File: src/sv/interval_booking_table_macros.svh
// assertion macros for the interval booking table
`ifndef INTERVAL_BOOKING_TABLE_MACROS_SVH
`define INTERVAL_BOOKING_TABLE_MACROS_SVH

// same-cycle implication, checked outside reset
`define IBT_ASSERT_NOW(label, clk, rst_n, ante, cons, msg) \
    label: assert property (@(posedge clk) disable iff (!rst_n) (ante) |-> (cons)) \
        else $error(msg);

// next-cycle implication, checked outside reset
`define IBT_ASSERT_NEXT(label, clk, rst_n, ante, cons, msg) \
    label: assert property (@(posedge clk) disable iff (!rst_n) (ante) |=> (cons)) \
        else $error(msg);

`endif

File: src/sv/ibt_pkg.sv
// shared types and constants of the interval booking table
`timescale 1ns / 1ps

package ibt_pkg;

    localparam int TIME_W           = 31;
    localparam int MAX_BOOKINGS_DEF = 64;

    // result codes
    typedef enum logic [1:0] {
        ST_BOOKED  = 2'd0,
        ST_OVERLAP = 2'd1,
        ST_FULL    = 2'd2,
        ST_INVALID = 2'd3
    } status_t;

    // sequencer states
    typedef enum logic [3:0] {
        S_IDLE,
        S_CHECK,
        S_SEARCH,
        S_PROBE,
        S_PRED_START,
        S_PRED_END,
        S_SUCC_RD,
        S_SUCC,
        S_ROOM,
        S_SHIFT,
        S_INSERT,
        S_RESULT
    } state_t;

    // compare unit flags
    typedef struct packed {
        logic lt;
        logic eq;
    } cmp_res_t;

    // result handed from sequencer to output stage
    typedef struct packed {
        logic    done;
        status_t code;
    } res_t;

endpackage

File: src/sv/ibt_cmp.sv
// shared magnitude compare unit
`timescale 1ns / 1ps

module ibt_cmp
    import ibt_pkg::*;
(
    input  logic [TIME_W-1:0] a,
    input  logic [TIME_W-1:0] b,
    output cmp_res_t          res
);

    // a < b and a == b
    always_comb
    begin
        res.lt = (a < b);
        res.eq = (a == b);
    end

endmodule

File: src/sv/ibt_mem.sv
// interval table memory, one write and one registered read per cycle
`timescale 1ns / 1ps

module ibt_mem
    import ibt_pkg::*;
#(
    parameter int DEPTH = MAX_BOOKINGS_DEF,
    parameter int AW    = $clog2(DEPTH)
)
(
    input  logic              clk,
    input  logic              rd_en,
    input  logic [AW-1:0]     rd_addr,
    output logic [TIME_W-1:0] rd_start,
    output logic [TIME_W-1:0] rd_end,
    input  logic              wr_en,
    input  logic [AW-1:0]     wr_addr,
    input  logic [TIME_W-1:0] wr_start,
    input  logic [TIME_W-1:0] wr_end
);

    logic [2*TIME_W-1:0] mem [DEPTH];
    logic [2*TIME_W-1:0] rd_data_reg;

    // write port
    always_ff @(posedge clk)
    begin
        if (wr_en)
        begin
            mem[wr_addr] <= {wr_start, wr_end};
        end
    end

    // read port, data holds when not enabled
    always_ff @(posedge clk)
    begin
        if (rd_en)
        begin
            rd_data_reg <= mem[rd_addr];
        end
    end

    assign rd_start = rd_data_reg[2*TIME_W-1:TIME_W];
    assign rd_end   = rd_data_reg[TIME_W-1:0];

endmodule

File: src/sv/ibt_ctrl.sv
// sequencer: validity check, binary search, neighbor checks, shift and insert
`timescale 1ns / 1ps

module ibt_ctrl
    import ibt_pkg::*;
#(
    parameter int MAX_BOOKINGS = MAX_BOOKINGS_DEF,
    parameter int AW           = $clog2(MAX_BOOKINGS),
    parameter int CW           = $clog2(MAX_BOOKINGS + 1)
)
(
    input  logic              clk,
    input  logic              rst_n,
    input  logic              req_valid,
    input  logic [TIME_W-1:0] req_start,
    input  logic [TIME_W-1:0] req_end,
    input  logic              res_ready,
    output logic              busy,
    output res_t              res,
    output logic              mem_rd_en,
    output logic [AW-1:0]     mem_rd_addr,
    input  logic [TIME_W-1:0] mem_rd_start,
    input  logic [TIME_W-1:0] mem_rd_end,
    output logic              mem_wr_en,
    output logic [AW-1:0]     mem_wr_addr,
    output logic [TIME_W-1:0] mem_wr_start,
    output logic [TIME_W-1:0] mem_wr_end
);

    state_t            state_reg, state_next;
    logic [TIME_W-1:0] s_reg, s_next;
    logic [TIME_W-1:0] e_reg, e_next;
    logic [CW-1:0]     count_reg, count_next;
    logic [CW-1:0]     lo_reg, lo_next;
    logic [CW-1:0]     hi_reg, hi_next;
    logic [CW-1:0]     mid_reg, mid_next;
    logic [AW-1:0]     src_reg, src_next;
    logic [AW-1:0]     dst_reg, dst_next;
    status_t           code_reg, code_next;

    logic [TIME_W-1:0] cmp_a, cmp_b;
    cmp_res_t          cmp;
    logic [CW-1:0]     mid_calc;
    logic [CW-1:0]     pos_m1;
    logic [CW-1:0]     count_m1;

    ibt_cmp u_cmp (
        .a   (cmp_a),
        .b   (cmp_b),
        .res (cmp)
    );

    assign mid_calc = lo_reg + ((hi_reg - lo_reg) >> 1);
    assign pos_m1   = lo_reg - CW'(1);
    assign count_m1 = count_reg - CW'(1);

    // next state
    always_comb
    begin
        state_next = state_reg;
        case (state_reg)
            S_IDLE:
            begin
                if (req_valid)
                begin
                    state_next = S_CHECK;
                end
            end
            S_CHECK:
            begin
                if (cmp.lt || cmp.eq)
                begin
                    state_next = S_RESULT;
                end
                else
                begin
                    state_next = S_SEARCH;
                end
            end
            S_SEARCH:
            begin
                if (lo_reg < hi_reg)
                begin
                    state_next = S_PROBE;
                end
                else if (lo_reg != '0)
                begin
                    state_next = S_PRED_START;
                end
                else
                begin
                    state_next = S_SUCC_RD;
                end
            end
            S_PROBE:
            begin
                state_next = S_SEARCH;
            end
            S_PRED_START:
            begin
                state_next = cmp.eq ? S_RESULT : S_PRED_END;
            end
            S_PRED_END:
            begin
                state_next = cmp.lt ? S_RESULT : S_SUCC_RD;
            end
            S_SUCC_RD:
            begin
                state_next = (lo_reg < count_reg) ? S_SUCC : S_ROOM;
            end
            S_SUCC:
            begin
                state_next = cmp.lt ? S_RESULT : S_ROOM;
            end
            S_ROOM:
            begin
                if (count_reg == CW'(MAX_BOOKINGS))
                begin
                    state_next = S_RESULT;
                end
                else if (count_reg > lo_reg)
                begin
                    state_next = S_SHIFT;
                end
                else
                begin
                    state_next = S_INSERT;
                end
            end
            S_SHIFT:
            begin
                if (CW'(src_reg) == lo_reg)
                begin
                    state_next = S_INSERT;
                end
            end
            S_INSERT:
            begin
                state_next = S_RESULT;
            end
            S_RESULT:
            begin
                if (res_ready)
                begin
                    state_next = S_IDLE;
                end
            end
            default:
            begin
                state_next = S_IDLE;
            end
        endcase
    end

    // outputs, compare operands and datapath updates
    always_comb
    begin
        s_next       = s_reg;
        e_next       = e_reg;
        count_next   = count_reg;
        lo_next      = lo_reg;
        hi_next      = hi_reg;
        mid_next     = mid_reg;
        src_next     = src_reg;
        dst_next     = dst_reg;
        code_next    = code_reg;
        cmp_a        = s_reg;
        cmp_b        = mem_rd_start;
        mem_rd_en    = 1'b0;
        mem_rd_addr  = lo_reg[AW-1:0];
        mem_wr_en    = 1'b0;
        mem_wr_addr  = dst_reg;
        mem_wr_start = mem_rd_start;
        mem_wr_end   = mem_rd_end;
        busy         = (state_reg != S_IDLE);
        res.done     = 1'b0;
        res.code     = code_reg;
        case (state_reg)
            S_IDLE:
            begin
                if (req_valid)
                begin
                    s_next = req_start;
                    e_next = req_end;
                end
            end
            // end not after start is invalid
            S_CHECK:
            begin
                cmp_a   = e_reg;
                cmp_b   = s_reg;
                lo_next = '0;
                hi_next = count_reg;
                if (cmp.lt || cmp.eq)
                begin
                    code_next = ST_INVALID;
                end
            end
            // issue a probe, or read the predecessor once the slot is found
            S_SEARCH:
            begin
                if (lo_reg < hi_reg)
                begin
                    mem_rd_en   = 1'b1;
                    mem_rd_addr = mid_calc[AW-1:0];
                    mid_next    = mid_calc;
                end
                else if (lo_reg != '0)
                begin
                    mem_rd_en   = 1'b1;
                    mem_rd_addr = pos_m1[AW-1:0];
                end
            end
            // s < start of probed entry narrows to the lower half
            S_PROBE:
            begin
                cmp_a = s_reg;
                cmp_b = mem_rd_start;
                if (cmp.lt)
                begin
                    hi_next = mid_reg;
                end
                else
                begin
                    lo_next = mid_reg + CW'(1);
                end
            end
            // predecessor shares the start
            S_PRED_START:
            begin
                cmp_a = mem_rd_start;
                cmp_b = s_reg;
                if (cmp.eq)
                begin
                    code_next = ST_OVERLAP;
                end
            end
            // predecessor ends after new start
            S_PRED_END:
            begin
                cmp_a = s_reg;
                cmp_b = mem_rd_end;
                if (cmp.lt)
                begin
                    code_next = ST_OVERLAP;
                end
            end
            S_SUCC_RD:
            begin
                if (lo_reg < count_reg)
                begin
                    mem_rd_en   = 1'b1;
                    mem_rd_addr = lo_reg[AW-1:0];
                end
            end
            // successor starts before new end
            S_SUCC:
            begin
                cmp_a = mem_rd_start;
                cmp_b = e_reg;
                if (cmp.lt)
                begin
                    code_next = ST_OVERLAP;
                end
            end
            // room check, prime the shift with the last entry
            S_ROOM:
            begin
                if (count_reg == CW'(MAX_BOOKINGS))
                begin
                    code_next = ST_FULL;
                end
                else if (count_reg > lo_reg)
                begin
                    mem_rd_en   = 1'b1;
                    mem_rd_addr = count_m1[AW-1:0];
                    src_next    = count_m1[AW-1:0];
                    dst_next    = count_reg[AW-1:0];
                end
            end
            // move one entry up per cycle, reading the next one down
            S_SHIFT:
            begin
                mem_wr_en   = 1'b1;
                mem_wr_addr = dst_reg;
                if (CW'(src_reg) != lo_reg)
                begin
                    mem_rd_en   = 1'b1;
                    mem_rd_addr = src_reg - AW'(1);
                    src_next    = src_reg - AW'(1);
                    dst_next    = dst_reg - AW'(1);
                end
            end
            S_INSERT:
            begin
                mem_wr_en    = 1'b1;
                mem_wr_addr  = lo_reg[AW-1:0];
                mem_wr_start = s_reg;
                mem_wr_end   = e_reg;
                count_next   = count_reg + CW'(1);
                code_next    = ST_BOOKED;
            end
            S_RESULT:
            begin
                res.done = 1'b1;
            end
            default:
            begin
                busy = 1'b1;
            end
        endcase
    end

    // control state
    always_ff @(posedge clk or negedge rst_n)
    begin
        if (!rst_n)
        begin
            state_reg <= S_IDLE;
            count_reg <= '0;
        end
        else
        begin
            state_reg <= state_next;
            count_reg <= count_next;
        end
    end

    // working registers
    always_ff @(posedge clk)
    begin
        s_reg    <= s_next;
        e_reg    <= e_next;
        lo_reg   <= lo_next;
        hi_reg   <= hi_next;
        mid_reg  <= mid_next;
        src_reg  <= src_next;
        dst_reg  <= dst_next;
        code_reg <= code_next;
    end

endmodule

File: src/sv/interval_booking_table.sv
// Validity check (an invalid interval goes straight to the result), binary search of the n
// stored entries for the slot in up to ceil(log2(n+1)) probes, overlap checks against the
// predecessor and successor where present, shift of the entries from the slot up, insert.
// Throughput: one request at a time; the next is taken in the cycle after the result is
// handed to the output register. Search probes and the entry shift share one memory read port.
// Reset clears the sequencer, entry count and output valid; the table needs no clearing.
`timescale 1ns / 1ps
`include "interval_booking_table_macros.svh"

module interval_booking_table
    import ibt_pkg::*;
#(
    parameter int MAX_BOOKINGS = MAX_BOOKINGS_DEF
)
(
    input  logic              clk,
    input  logic              rst_n,
    input  logic              in_valid,
    output logic              in_stall,
    input  logic [TIME_W-1:0] start_time,
    input  logic [TIME_W-1:0] end_time,
    output logic              out_valid,
    input  logic              out_stall,
    output logic [1:0]        status
);

    localparam int AW = $clog2(MAX_BOOKINGS);
    localparam int CW = $clog2(MAX_BOOKINGS + 1);

    logic              busy;
    res_t              res;
    logic              res_ready;
    logic              load;
    logic              out_valid_reg, out_valid_next;
    status_t           status_reg, status_next;

    logic              mem_rd_en;
    logic [AW-1:0]     mem_rd_addr;
    logic [TIME_W-1:0] mem_rd_start;
    logic [TIME_W-1:0] mem_rd_end;
    logic              mem_wr_en;
    logic [AW-1:0]     mem_wr_addr;
    logic [TIME_W-1:0] mem_wr_start;
    logic [TIME_W-1:0] mem_wr_end;

    ibt_ctrl #(
        .MAX_BOOKINGS (MAX_BOOKINGS),
        .AW           (AW),
        .CW           (CW)
    ) u_ctrl (
        .clk          (clk),
        .rst_n        (rst_n),
        .req_valid    (in_valid),
        .req_start    (start_time),
        .req_end      (end_time),
        .res_ready    (res_ready),
        .busy         (busy),
        .res          (res),
        .mem_rd_en    (mem_rd_en),
        .mem_rd_addr  (mem_rd_addr),
        .mem_rd_start (mem_rd_start),
        .mem_rd_end   (mem_rd_end),
        .mem_wr_en    (mem_wr_en),
        .mem_wr_addr  (mem_wr_addr),
        .mem_wr_start (mem_wr_start),
        .mem_wr_end   (mem_wr_end)
    );

    ibt_mem #(
        .DEPTH (MAX_BOOKINGS),
        .AW    (AW)
    ) u_mem (
        .clk      (clk),
        .rd_en    (mem_rd_en),
        .rd_addr  (mem_rd_addr),
        .rd_start (mem_rd_start),
        .rd_end   (mem_rd_end),
        .wr_en    (mem_wr_en),
        .wr_addr  (mem_wr_addr),
        .wr_start (mem_wr_start),
        .wr_end   (mem_wr_end)
    );

    // request side stalls while a request is in work
    assign in_stall = busy;

    // output register takes a result when empty or being drained
    assign res_ready = !out_valid_reg || !out_stall;
    assign load      = res.done && res_ready;

    always_comb
    begin
        out_valid_next = out_valid_reg;
        status_next    = status_reg;
        if (load)
        begin
            out_valid_next = 1'b1;
            status_next    = res.code;
        end
        else if (out_valid_reg && !out_stall)
        begin
            out_valid_next = 1'b0;
        end
    end

    always_ff @(posedge clk or negedge rst_n)
    begin
        if (!rst_n)
        begin
            out_valid_reg <= 1'b0;
        end
        else
        begin
            out_valid_reg <= out_valid_next;
        end
    end

    always_ff @(posedge clk)
    begin
        status_reg <= status_next;
    end

    assign out_valid = out_valid_reg;
    assign status    = status_reg;

    // checks
    `IBT_ASSERT_NEXT(a_busy_after_req, clk, rst_n, in_valid && !in_stall, in_stall, "not busy")
    `IBT_ASSERT_NEXT(a_load_shows, clk, rst_n, load, out_valid && status == $past(res.code), "lost")
    `IBT_ASSERT_NEXT(a_drain_clears, clk, rst_n, out_valid_reg && !out_stall && !load, !out_valid, "repeat")
    `IBT_ASSERT_NOW(a_idle_no_result, clk, rst_n, !in_stall, !res.done, "result from idle sequencer")

endmodule
File: config.mk
export PLATFORM = sky130hd
export DESIGN_NAME = interval_booking_table
export DESIGN_NICKNAME = d
export VERILOG_FILES = /design/src/sv/ibt_pkg.sv /design/src/sv/ibt_cmp.sv /design/src/sv/ibt_mem.sv /design/src/sv/ibt_ctrl.sv /design/src/sv/interval_booking_table.sv
export VERILOG_INCLUDE_DIRS = /design/src /design/src/sv
export SDC_FILE = /design/constraint.sdc
export NUM_CORES = 2
export LEC_CHECK = 0
export BUFFER_PORTS_ARGS = -buffer_cell sky130_fd_sc_hd__buf_2
export CELL_PAD_IN_SITES_DETAIL_PLACEMENT = 1
export CELL_PAD_IN_SITES_GLOBAL_PLACEMENT = 2
export CORE_UTILIZATION = 39
export DETAILED_ROUTE_END_ITERATION = 6
export GPL_ROUTABILITY_DRIVEN = 1
export PLACE_DENSITY_LB_ADDON = 0.1
export SKIP_CTS_REPAIR_TIMING = 1
export SYNTH_ARGS = -nofsm -noshare
export SYNTH_HDL_FRONTEND = slang
export SYNTH_SLANG_ARGS = --single-unit
File: constraint.sdc
create_clock -name clk -period 6 [get_ports clk]
set_input_delay 0.9 -clock clk [delete_from_list [all_inputs] [get_ports clk]]
set_output_delay 0.9 -clock clk [all_outputs]
set_load 0.01 [all_outputs]
## After elaboration in Yosys (flattened, before gate mapping)

Memory sizes are Yosys's and may differ from the RTL's. A register that Yosys moved wholly into a read port is not among the register bits.
Index checks and enable logic that the tools add are counted.

- Bits in registers: 111
- Latch bits: 0
- Bits in writable memories: 3968
- Bits in read-only memories: 0
- Input bits: 66
- Output and inout bits: 4
- Word-level logic and storage cells: 132
- Memories kept: 1

Memories:

| memory | depth | width | read ports | clocked after memory_dff | write ports | RTL line | RTL |
|---|---|---|---|---|---|---|---|
| u_mem.mem | 64 | 62 | 1 | 1 | 1 | ibt_mem.sv:22 | `logic [2*TIME_W-1:0] mem [DEPTH];` |

- Add/subtract/negate cells: 8
- $mul: 0
- Div/mod/pow operators: 0
- $lt $le $gt $ge: 4
- Equality and inequality tests: 27
- Shifts and indexed selects: 0
- Muxes and demuxes: 55
- Bitwise logic cells: 0
- Reductions and logical operators: 25

Operators by type and width:

| operator | number |
|---|---|
| $pmux 31 s3 | 1 |
| $mux 6 | 12 |
| $mux 31 | 2 |
| $pmux 31 s2 | 1 |
| $pmux 4 s12 | 1 |
| $mux 4 | 9 |
| $eq 31x31->1 | 1 |
| $lt 31x31->1 | 1 |
| $pmux 7 s2 | 2 |
| $pmux 6 s2 | 2 |
| $sub 6x1->6 const B | 4 |
| $pmux 6 s3 | 1 |
| $eq 4x3->1 const B | 4 |
| $eq 4x4->1 const B | 4 |
| $ne 2x1->1 const B | 8 |
| $add 7x1->7 const B | 2 |
| $lt 7x7->1 | 2 |
| $mux 2 | 7 |
| $mux 7 | 2 |
| $mux 1 | 13 |
| $reduce_or 12->1 | 1 |
| $pmux 2 s5 | 1 |
| $eq 4x2->1 const B | 2 |
| $ne 2x2->1 const B | 4 |
| 21 further kinds | 32 |

## Logic depth before layout (Yosys ltp)

- Word-level depth: 7
- Gate-level depth with buffers: 21
- Gate-level depth less buffers: 18

## Modules after synthesis

From an unflattened synthesis, not the netlist that was laid out.

- Cell total of the unflattened synthesis: 7527
- Area total of the unflattened synthesis: 160751.7 um^2

By module, submodules not included:

| module | times used | cells an instance | area an instance (um^2) | sequential area each (um^2) |
|---|---|---|---|---|
| ibt_mem | 1 | 6650 | 152387.4 | 121016.1 |
| ibt_ctrl | 1 | 759 | 7480.9 | 3188.1 |
| ibt_cmp | 1 | 112 | 775.7 | 0.0 |
| interval_booking_table | 1 | 6 | 107.6 | 85.1 |

## Least setup slack after synthesis

Ideal clock, no wire load.

- Path type: register to register
- Start point: register u_ctrl.state_reg[2]
- End point: memory u_mem.mem[48][0] (netlist bit), enable pin
- Library setup time: 0.483 ns
- Arrival time: 4.607 ns
- Required time: 5.517 ns
- Path slack: 0.911 ns
- Stages on the path, launching flop included: 9
- Path buffers: 3
- Clock period less this slack: 5.089 ns
- Cell sequence: dfrtp_1 buf_2 nand2b_1 buf_2 nor2_1 clkbuf_1 mux2i_1 nand2_1 nor2_1

- Longest elaborated chain between the ends: 5
- Elaborated cells on any way between the ends: 7
- Those cells by class: 2 x eq/ne; 4 x mux; 1 x reduce/logical

Ends and longest elaborated chain:

| what | RTL line | RTL |
|---|---|---|
| start, declared | ibt_ctrl.sv:30 | `state_t state_reg, state_next;` |
| start signal, assigned | ibt_ctrl.sv:324 | `state_reg <= state_next;` |
| $eq 4x4->1 | ibt_ctrl.sv:178 | `case (state_reg)` |
| $reduce_or 2->1 (no source line) | n/a |  |
| $mux 1 | ibt_ctrl.sv:178 |  |
| $mux 1 | ibt_mem.sv:28 | `if (wr_en)` |
| $mux 1 (implied by the code) | ibt_mem.sv:30 | `mem[wr_addr] <= {wr_start, wr_end};` |
| end, declared | ibt_mem.sv:22 |  |

Several ways; a longest one is shown, not always the timed one.

## Worst setup path after layout

- Start point: register u_ctrl.state_reg[2]
- End point: register u_ctrl.hi_reg[4], enable pin

- Longest elaborated chain between the ends: 6
- Elaborated cells on any way between the ends: 13
- Those cells by class: 1 x order compare; 6 x eq/ne; 2 x mux; 4 x reduce/logical

Ends and longest elaborated chain:

| what | RTL line | RTL |
|---|---|---|
| $eq 4x1->1 / $eq 4x3->1 (equally long branches) | ibt_ctrl.sv:178 |  |
| $reduce_or 2->1 (no source line) | n/a |  |
| $pmux 31 s3 / $pmux 31 s2 (equally long branches) | ibt_ctrl.sv:178 |  |
| $lt 31x31->1 | ibt_cmp.sv:15 | `res.lt = (a < b);` |
| $ne 2x1->1 (no source line) | n/a |  |
| $reduce_and 2->1 (no source line) (*) | n/a |  |
| end signal, assigned | ibt_ctrl.sv:335 | `hi_reg <= hi_next;` |
| end, declared | ibt_ctrl.sv:35 | `logic [CW-1:0] hi_reg, hi_next;` |

Mark *: on every way between the ends. The rest lies on a longest branch, timed or not.
A chain may end at the register's enable or synchronous reset.

==> impl_summary.log <==
INFO  metric outcome = finished clean
INFO  metric clock_latency = 1010 ps
INFO  metric syn_area_per_cell = 15.71 um2
INFO  metric ratio_of_cells_with_drive_above_1_in_the_final_layout = 15.03%
INFO  metric drtAntennaViolNets = 0
INFO  metric die_area = 423900 um2
INFO  metric most-common-layout-cells = 4129 x edfxtp_1, 2219 x nand2_1, 557 x mux2i_1
INFO  metric initial_antenna_violation_count = 61
INFO  metric synth.ff_latch_count = 4141
INFO  metric seqCellArea = 124300 um2
INFO  metric layout.cell_area.non_filler = 190300 um2
INFO  metric port-buffer-count = 69
INFO  metric mostFrequentLayoutCell = edfxtp_1
INFO  metric initial_core_util = 39.29%
INFO  metric final_sum_of_negative_setup_slack = 0 ps
INFO  metric required = 6670 ps
INFO  metric htreeDepth = 5
INFO  metric vdd.ir_drop.worst = 650.4 uV
INFO  metric yosys.area.top_type_share = 75.47%
INFO  metric detailedRoute.firstPassIterationCount = 6
INFO  metric clk_pin_slew = 60 ps
INFO  metric nFillCells = 40190
INFO  metric fp-row-count = 237
INFO  metric global_route.overflow_total = 0
INFO  metric dp_hpwl = 343400 um
INFO  metric synth_edf_count = 4129
INFO  metric areaGrowthSynthToFinish = 15.81%
INFO  metric first_global_vias = 99340
INFO  metric core_area = 418100 um2
INFO  metric clkSinkCount = 4141
INFO  metric hold_viol = 0
INFO  metric worst_clock_skew = 50.22 ps
INFO  metric floorplan.die.height = 651.0 um
INFO  metric gp_congestion = 0.8436
INFO  metric global_route.usage.total = 27.78%
INFO  metric grt_setup_unrepaired = no
INFO  metric synth.lib_cells_used.distinct = 73
INFO  metric final_max_slew_viol_count = 0
INFO  metric timing.critical_path.fanout_max = 19
INFO  metric max_slew.worst_pin.slew = 1354 ps
INFO  metric post_synth_main_area_contributors = edfxtp_1 75%, nand2_1 5.1%, mux4_2 3.5%
INFO  metric netlist_instances = 10460
INFO  metric clock_tree.root_cell = clkbuf_16
INFO  metric worstSetupStartpointType = flip-flop
INFO  metric post_route_total_power = 122700 uW
INFO  metric maximum_number_of_pins_on_one_net_before_global_route_repair = 106
INFO  metric synthFlopType = edfxtp_1
INFO  metric multi_input_area = 37860 um2
INFO  metric hold_path.class = primary input to flip-flop
INFO  metric worstSetupPathType = flip-flop to flip-flop
INFO  metric post-synth-top-area-cell = edfxtp_1
INFO  metric end_kind = flip-flop
INFO  metric mean_routed_wirelength_per_cell = 35.81 um
INFO  metric timing.slew.headroom = 9.734%
INFO  metric max_freq = 172.0 MHz
INFO  metric largest_register_ffs = 3968
INFO  metric final_setup_violation_count = 0
INFO  metric timing.critical_path.arrival = 6480 ps
INFO  metric cts_buffers = 453
INFO  metric final_min_period_over_clock_period = 96.91%
INFO  metric routed-via-count = 100600
INFO  metric synth_seq_area_share = 75.65%
INFO  metric post_dp_cell_area = 175700 um2
INFO  metric synthesis.area = 164300 um2
INFO  metric syn_nets = 10580
INFO  metric p_per_area = 645.0 nW/um2
INFO  metric p_leak = 0.06420 uW
INFO  metric drc_violation_total_after_the_first_tritonroute_iteration = 11990
INFO  metric finalWorstPathRequiredPeriod = 5815 ps
INFO  metric wire_length_of_the_first_global_routing_pass = 820200 um
INFO  metric ys_warn_count = 0
INFO  metric detail_route.vias_per_cell = 5.995
INFO  metric detail_route.wirelength = 600700 um
INFO  metric final_nets = 10980
INFO  metric whs = 62.16 ps
INFO  metric chip_width = 651.0 um
INFO  metric postSynth.asyncResetShare = 0.2898%
INFO  metric drc_errors = 0
INFO  metric pin_count = 70
INFO  metric tritoncts = yes
INFO  metric cap_viol_max_count = 0
INFO  metric clock_path_buffers = 4
[cell type report]
| cell class | instances | area share [%] |
|---|---|---|
| tap | 5497 | 3.615 |
| timing repair buffer | 590 | 3.488 |
| sequential | 4141 | 65.32 |
| antenna | 45 | 0.05918 |
| inverter | 28 | 0.05524 |
| clock inverter | 299 | 1.370 |
| clock buffer | 538 | 6.193 |
| multi-input combinational | 5640 | 19.90 |
[power by group]
group	internal, uW	switching [uW]	leakage [uW]
combinational	18300	37200	0.0199
clock	15700	11800	0.00703
sequential	38800	1000	0.0373
total	72800	49900	0.0642
[synthesized netlist by cell type, drive strengths merged, types with 28 or more instances]
master	count
mux2i	557
mux2	125
a222oi	31
o22ai	127
buf	220
nand3	406
nor3	31
inv	28
nand4	138
ha	57
a22oi	32
o31ai	69
o21ai	220
xnor2	33
edfxtp	4129
nand2	2222
a32oi	62
nor2	165
o22a	61
and3	557
mux4	256
a21boi	33
a311oi	247
a21oi	95
clkbuf	430
[path summary, 6_finish.rpt]
kind                                            startpoint                         endpoint  slack [ps]  cells past startpoint
hold reg to reg               u_ctrl.code_reg[0]$_DFFE_PP_              status[0]$_DFFE_PP_         420                      0
hold / removal                              start_time[15]       u_ctrl.s_reg[15]$_DFFE_PP_          60                      1
setup reg to reg           u_ctrl.state_reg[2]$_DFFE_PN0P_       u_ctrl.hi_reg[4]$_DFFE_PP_         190                     16
max in group asynchronous                            rst_n  u_ctrl.state_reg[1]$_DFFE_PN0P_        5390                      2
setup / recovery           u_ctrl.state_reg[2]$_DFFE_PN0P_       u_ctrl.hi_reg[4]$_DFFE_PP_         190                     16
min in group asynchronous                            rst_n            out_valid$_DFFE_PN0P_         350                      2
[worst max-delay path: stages (launching register included)]
cell	delay, ps
dfrtp_1	790
nand2b_1	300
nor2_4	620
a222oi_1	220
a21boi_0	190
ha_1	350
nor2b_1	130
o21a_1	160
o21a_1	160
o21a_1	160
o21a_1	170
o21a_1	240
o21ai_0	440
buf_4	230
nand3_1	190
a21oi_1	620
a21o_1	460
[metal layers]
metal / GRT usage [%] / part of all wire, % / up-vias
li1: - / - / 41280
met1: 40.39 / 44 / 54490
met2: 42.92 / 45 / 3964
met3: 4.426 / 7.5 / 845
met4: 8.587 / 3.3 / 6
met5: 0 / 0.0038 / -
[cell families (layout without fill, tap and decap cells)]
logic type / after synthesis / in the layout / synth area share [%]
fa+ha+maj: 59 / 59 / 0.4585
mux: 938 / 938 / 7.760
buf+inv: 678 / 1455 / 1.739
simple gates: 3571 / 3571 / 9.672
xor+xnor: 40 / 40 / 0.2132
other cells: 0 / 45 / 0
flops: 4141 / 4141 / 75.65
compound gates: 1032 / 1032 / 4.504
[stage by stage]
step                util [%]  instances  setup slack [ps]
floorplan                  -      10460             910.7
global placement       42.03      15890             339.0
detailed placement     42.03      15890             260.4
CTS                    45.47      16730             247.2
global route           45.50      16770             63.94
finish                 45.51      16780             185.1
Power figures use the tool's default switching activity.
